==> config.mk <==
export PLATFORM = sky130hd
export DESIGN_NAME = pgi_mac
export DESIGN_NICKNAME = d
export VERILOG_FILES = /design/src/rtl/pgi_pkg.sv /design/src/rtl/pgi_mac.sv
export SDC_FILE = /design/constraint.sdc
export NUM_CORES = 2
export LEC_CHECK = 0
export BUFFER_PORTS_ARGS = -buffer_cell sky130_fd_sc_hd__buf_2
export CAP_MARGIN = 20
export CORE_MARGIN = 3
export CORE_UTILIZATION = 59
export CTS_BUF_LIST = sky130_fd_sc_hd__clkbuf_2
export DETAILED_ROUTE_END_ITERATION = 16
export MAX_ROUTING_LAYER = met4
export PLACE_DENSITY = 0.74
export SYNTH_ARGS = -nofsm -noshare
export SYNTH_HDL_FRONTEND = slang
export SYNTH_SLANG_ARGS = --single-unit
==> constraint.sdc <==
create_clock -name clk -period 10.42 [get_ports clk]
set_input_delay 1.563 -clock clk [delete_from_list [all_inputs] [get_ports clk]]
set_output_delay 1.563 -clock clk [all_outputs]
set_load 0.1 [all_outputs]
==> src/rtl/pgi_pkg.sv <==
// Shared types, constants and the step table of the palette gradient interpolator.
package pgi_pkg;

  localparam int PALETTE_DEPTH_DEF = 64;

  localparam int CNT_W      = 7;    // palette_count and index fields
  localparam int COLOUR_W   = 24;
  localparam int FRAC_W     = 17;
  localparam int POS_W      = 19;
  localparam int CTRL_W     = 19;
  localparam int IN_DATA_W  = 112;
  localparam int CFG_IDX_W  = 1;
  localparam int CFG_DATA_W = 24;

  localparam logic [FRAC_W-1:0] T_ONE = 17'h10000;

  // shared multiplier and accumulator widths
  localparam int X_W       = 34;
  localparam int Y_W       = 19;
  localparam int PROD_W    = X_W + Y_W;
  localparam int ACC_W     = 54;
  localparam int W_W       = 33;   // bezier weights, 32 fraction bits, up to 2^32
  localparam int BEZ_SHIFT = 40;

  localparam logic [CFG_IDX_W-1:0] REG_PALETTE_COUNT  = 1'd0;
  localparam logic [CFG_IDX_W-1:0] REG_DEFAULT_COLOUR = 1'd1;

  typedef enum logic [1:0] {
    ACT_WRITE = 2'd0,
    ACT_POS   = 2'd1,
    ACT_LIN   = 2'd2,
    ACT_BEZ   = 2'd3
  } action_t;

  typedef enum logic [3:0] {
    X_T, X_U, X_PROD, X_U2, X_T2, X_W0, X_W1, X_W2, X_W3
  } xsel_t;

  typedef enum logic [2:0] {
    Y_T, Y_U, Y_DIFF, Y_A, Y_B, Y_CA, Y_CB
  } ysel_t;

  // what is done with the product issued in the previous step
  typedef enum logic [3:0] {
    P_NONE, P_U2, P_T2, P_W0, P_W1, P_W2, P_W3,
    P_ACC_FIRST, P_ACC_ADD, P_ACC_LAST, P_LIN
  } post_t;

  typedef struct packed {
    xsel_t      xsel;
    ysel_t      ysel;
    logic [1:0] ch;
    post_t      post;
    logic       last;
  } ustep_t;

  typedef struct packed {
    logic acc_load;
    logic acc_add;
  } mac_ctrl_t;

  localparam int PC_W = 5;
  localparam logic [PC_W-1:0] LIN_START = 5'd0;
  localparam logic [PC_W-1:0] BEZ_START = 5'd4;

  function automatic ustep_t mk(input xsel_t xs, input ysel_t ys, input logic [1:0] ch,
                                input post_t po, input logic last);
    ustep_t s;
    s.xsel = xs;
    s.ysel = ys;
    s.ch   = ch;
    s.post = po;
    s.last = last;
    return s;
  endfunction

  // linear blend: t*(b-a) per channel; bezier: weights, then 4 terms per channel
  function automatic ustep_t ucode(input logic [PC_W-1:0] pc);
    ustep_t s;
    case (pc)
      5'd0:    s = mk(X_T,    Y_DIFF, 2'd0, P_NONE,      1'b0);
      5'd1:    s = mk(X_T,    Y_DIFF, 2'd1, P_LIN,       1'b0);
      5'd2:    s = mk(X_T,    Y_DIFF, 2'd2, P_LIN,       1'b0);
      5'd3:    s = mk(X_T,    Y_T,    2'd2, P_LIN,       1'b1);
      5'd4:    s = mk(X_U,    Y_U,    2'd0, P_NONE,      1'b0);
      5'd5:    s = mk(X_PROD, Y_U,    2'd0, P_U2,        1'b0);
      5'd6:    s = mk(X_U2,   Y_T,    2'd0, P_W0,        1'b0);
      5'd7:    s = mk(X_T,    Y_T,    2'd0, P_W1,        1'b0);
      5'd8:    s = mk(X_PROD, Y_T,    2'd0, P_T2,        1'b0);
      5'd9:    s = mk(X_T2,   Y_U,    2'd0, P_W3,        1'b0);
      5'd10:   s = mk(X_W0,   Y_A,    2'd0, P_W2,        1'b0);
      5'd11:   s = mk(X_W1,   Y_CA,   2'd0, P_ACC_FIRST, 1'b0);
      5'd12:   s = mk(X_W2,   Y_CB,   2'd0, P_ACC_ADD,   1'b0);
      5'd13:   s = mk(X_W3,   Y_B,    2'd0, P_ACC_ADD,   1'b0);
      5'd14:   s = mk(X_W0,   Y_A,    2'd1, P_ACC_LAST,  1'b0);
      5'd15:   s = mk(X_W1,   Y_CA,   2'd1, P_ACC_FIRST, 1'b0);
      5'd16:   s = mk(X_W2,   Y_CB,   2'd1, P_ACC_ADD,   1'b0);
      5'd17:   s = mk(X_W3,   Y_B,    2'd1, P_ACC_ADD,   1'b0);
      5'd18:   s = mk(X_W0,   Y_A,    2'd2, P_ACC_LAST,  1'b0);
      5'd19:   s = mk(X_W1,   Y_CA,   2'd2, P_ACC_FIRST, 1'b0);
      5'd20:   s = mk(X_W2,   Y_CB,   2'd2, P_ACC_ADD,   1'b0);
      5'd21:   s = mk(X_W3,   Y_B,    2'd2, P_ACC_ADD,   1'b0);
      5'd22:   s = mk(X_T,    Y_T,    2'd2, P_ACC_LAST,  1'b1);
      default: s = mk(X_T,    Y_T,    2'd0, P_NONE,      1'b1);
    endcase
    return s;
  endfunction

endpackage

==> src/rtl/pgi_mac.sv <==
// Shared signed multiplier with registered product and a wide accumulator.
module pgi_mac (
  input  logic                               clk,
  input  pgi_pkg::mac_ctrl_t                 ctrl,
  input  logic signed [pgi_pkg::X_W-1:0]     x,
  input  logic signed [pgi_pkg::Y_W-1:0]     y,
  output logic signed [pgi_pkg::PROD_W-1:0]  prod,
  output logic signed [pgi_pkg::ACC_W-1:0]   sum
);

  logic signed [pgi_pkg::ACC_W-1:0] acc;
  logic signed [pgi_pkg::ACC_W-1:0] prod_ext;

  assign prod_ext = {{(pgi_pkg::ACC_W - pgi_pkg::PROD_W){prod[pgi_pkg::PROD_W-1]}}, prod};
  assign sum      = acc + prod_ext;

  always_ff @(posedge clk) begin
    prod <= x * y;
    if (ctrl.acc_load) begin
      acc <= prod_ext;
    end else if (ctrl.acc_add) begin
      acc <= sum;
    end
  end

endmodule

==> run_results.csv <==
group,metric,value,unit
route,num_vias,20655,
critical_path,crit_type,"in2reg",
synth,ys.flop_type,"edfxtp_1",
grt,grt_pass1_vias,22551,
timing,rsz0062_at_grt,"no",
clock_network,hold_buffers,0,
grt,grt_pass1_wl,120000,um
synth,async_flop_share,0,
timing,finalMaxSlewViolations,0,
timing,worst_slew_pin_slew,0.923,ns
placed_design,dp_cells,3643,
clock_network,numCtsBuffers,9,
synth,ys_warn_count,0,
synth,synth.distinct_cells,78,
clock_network,cts_num_sinks,107,
floorplanning,io_pins,163,
synth,synthMuxAreaShare,0.0203,
timing,timing.hold.ws,0.635,ns
critical_path,worstSetupEndpointType,"flop",
clock_network,cts_setup_buffers,0,
synth,synthTopCellsByArea,"fa_1, ha_1, inv_1",
clock_network,post_cts_resized,0,
route,drt_wl_total,73600,um
placed_design,dpl.hpwl,58300,um
hold_path,hold_path_class,"reg2reg",
clock_network,insertion_delay,0.69,ns
floorplanning,start_util,0.603,
clock_network,tritoncts,"yes",
grt,grt_use_total,0.311,
final_layout,layout.nets,3924,
synth,synth_fa_ha_area_frac,0.529,
status,outcome,"complete, no violations",
floorplanning,fp.dieW,225,um
critical_path,worstPathRequired,11.04,ns
synth,synth_compound_area_frac,0.0750,
final_layout,layout-drive-gt1-share,0.0826,
timing,relSlewSlack,0.385,
floorplanning,dieArea,50600,um^2
timing,layout_setup_ws,1.99,ns
synth,synth_top_family_by_area,"adder cells",
clock_network,htree_levels,3,
placed_design,routabilityCongestion,0.981,
timing,post-route-min-period,8.43,ns
synth,synth_edf_count,54,
synth,synth-seq-cells,107,
synth,synth.largest_area_cell,"fa_1",
synth,ys_seq_area_frac,0.0948,
timing,tns,0,ns
synth,synth_most_common_cell,"fa_1",
route,dr.pass1.iters,5,
synth,netlist_instances,3004,
route,ant_nets,0,
route,drtIter0Drc,1418,
flow_run,cap_violations,0,
synth,syn_nets,3881,
critical_path,path_max_fanout,34,
critical_path,critPathArrivalTime,9.05,ns
floorplanning,core.rowCount,79,
clock_network,cts-root-buf,"clkbuf_2",
placed_design,post-place-ws,1.54,ns
grt,grt_overflow,0,
route,drc_errors,0,
timing,fmax,119,MHz
synth,synth_common_cells,"fa_1, inv_1, nand2_1",
synth,syn_avg_cell_area,9.42,um^2
critical_path,start_kind,"input pin",
floorplanning,die_h,225,um
final_layout,syn_to_final_growth,4.28,%
synth,yosys.area_share.simple,0.151,
synth,synth_top_area_frac,0.442,
final_layout,stdcell_count,3661,
timing,fin_crit_sh,0.809,
synth,synth_area,28300,um^2
floorplanning,core,47000,um^2
synth,synth_xor_area_frac,0.0310,
route,vias_per_cell,5.64,
placed_design,io_buffers,162,
grt,grt_start_max_net_pins,64,
timing,final_hold_viol_count,0,
timing,finClkSkew,0.0528,ns
grt,antenna_found_initial,2,
timing,setup_violations,0,
clock_network,cts_max_path_buffers,2,
clock_network,clk_pin_slew,0.30,ns
route,wl_per_cell,20.1,um
## cell type report
cell class	instances	area [um^2]
Antenna cell	2	5.00
Clock buffer	9	45.0
Clock inverter	7	91.3
Fill cell	3947	17400
Inverter	606	2270
Multi-Input combinational cell	2156	22800
Sequential cell	107	2680
Tap cell	607	759
Timing Repair Buffer	167	848
## state kept, by name (all words and copies together), names as in the netlist
name,flops
acc,54
prod,53
## cell families (layout without fill, tap and decap cells)
kind of cell             count (synthesis)  in the layout
other                                    0              2
AND/OR/NAND/NOR                        865            865
AO/OA/AOI/OAI                          319            319
buffers and inverters                  741            789
adder cells (fa/ha/maj)                821            821
flip-flops                             107            107
multiplexers                            51             51
XOR/XNOR                               100            100
## cell usage in the layout (no fill, tap or decap), types with 15 or more instances in the layout
master,count
fa_1,625
inv_1,605
nand2_1,381
and2_1,295
ha_1,196
buf_2,162
a21oi_1,102
nor2_1,75
xnor2_1,69
a21o_1,60
edfxtp_1,54
dfxtp_1,53
mux2_2,47
o21ai_0,40
xor2_1,31
nand2b_1,25
nand3_1,16
and3_1,15
o21a_1,15
o21ai_1,15
o21bai_1,15
## critical path: stages
cell and delay, ns:
buf_2 0.50, and2_1 0.24, fa_1 0.45, fa_1 0.51
inv_1 0.06, fa_1 0.50, inv_1 0.07, fa_1 0.48
fa_1 0.58, fa_1 0.43, ha_1 0.29, ha_1 0.37
a21oi_1 0.35, o21ai_0 0.16, a31oi_1 0.35, o21ai_1 0.16
a2111oi_0 0.63, o21a_1 0.38, a2111o_1 0.23, a21oi_1 0.11
o2111ai_2 0.25, a211oi_1 0.11, nor3b_1 0.23
## through the flow
step                      area, um^2  utilization
after floorplan                28300            -
after global placement         29400        0.625
after detailed placement       29400        0.625
after CTS                      29500        0.628
after global routing           29500        0.628
final                          29500        0.628
## routing by layer
layer / wire length [um] / part of all wire / up-vias / global-route usage
met5: 0 / 0 / - / -
met4: 1670 / 0.023 / 0 / 0.0765
met3: 5290 / 0.072 / 121 / 0.0416
met2: 34300 / 0.47 / 817 / 0.492
met1: 32400 / 0.44 / 10500 / 0.433
li1: - / - / 9217 / -
## path summary, 6_finish.rpt
path,startpoint,end,slack (ns),cells after the start
worst min register to register,prod[35],acc[35],0.63,2
worst min-delay path,prod[35],acc[35],0.63,2
worst max register to register,acc[6],acc[39],6.63,11
worst max-delay path,y[2],prod[52],1.99,23
Power is left out: the tool's default activity adds up to more than one toggle a clock period on the data nets, which glitch-free logic cannot reach.
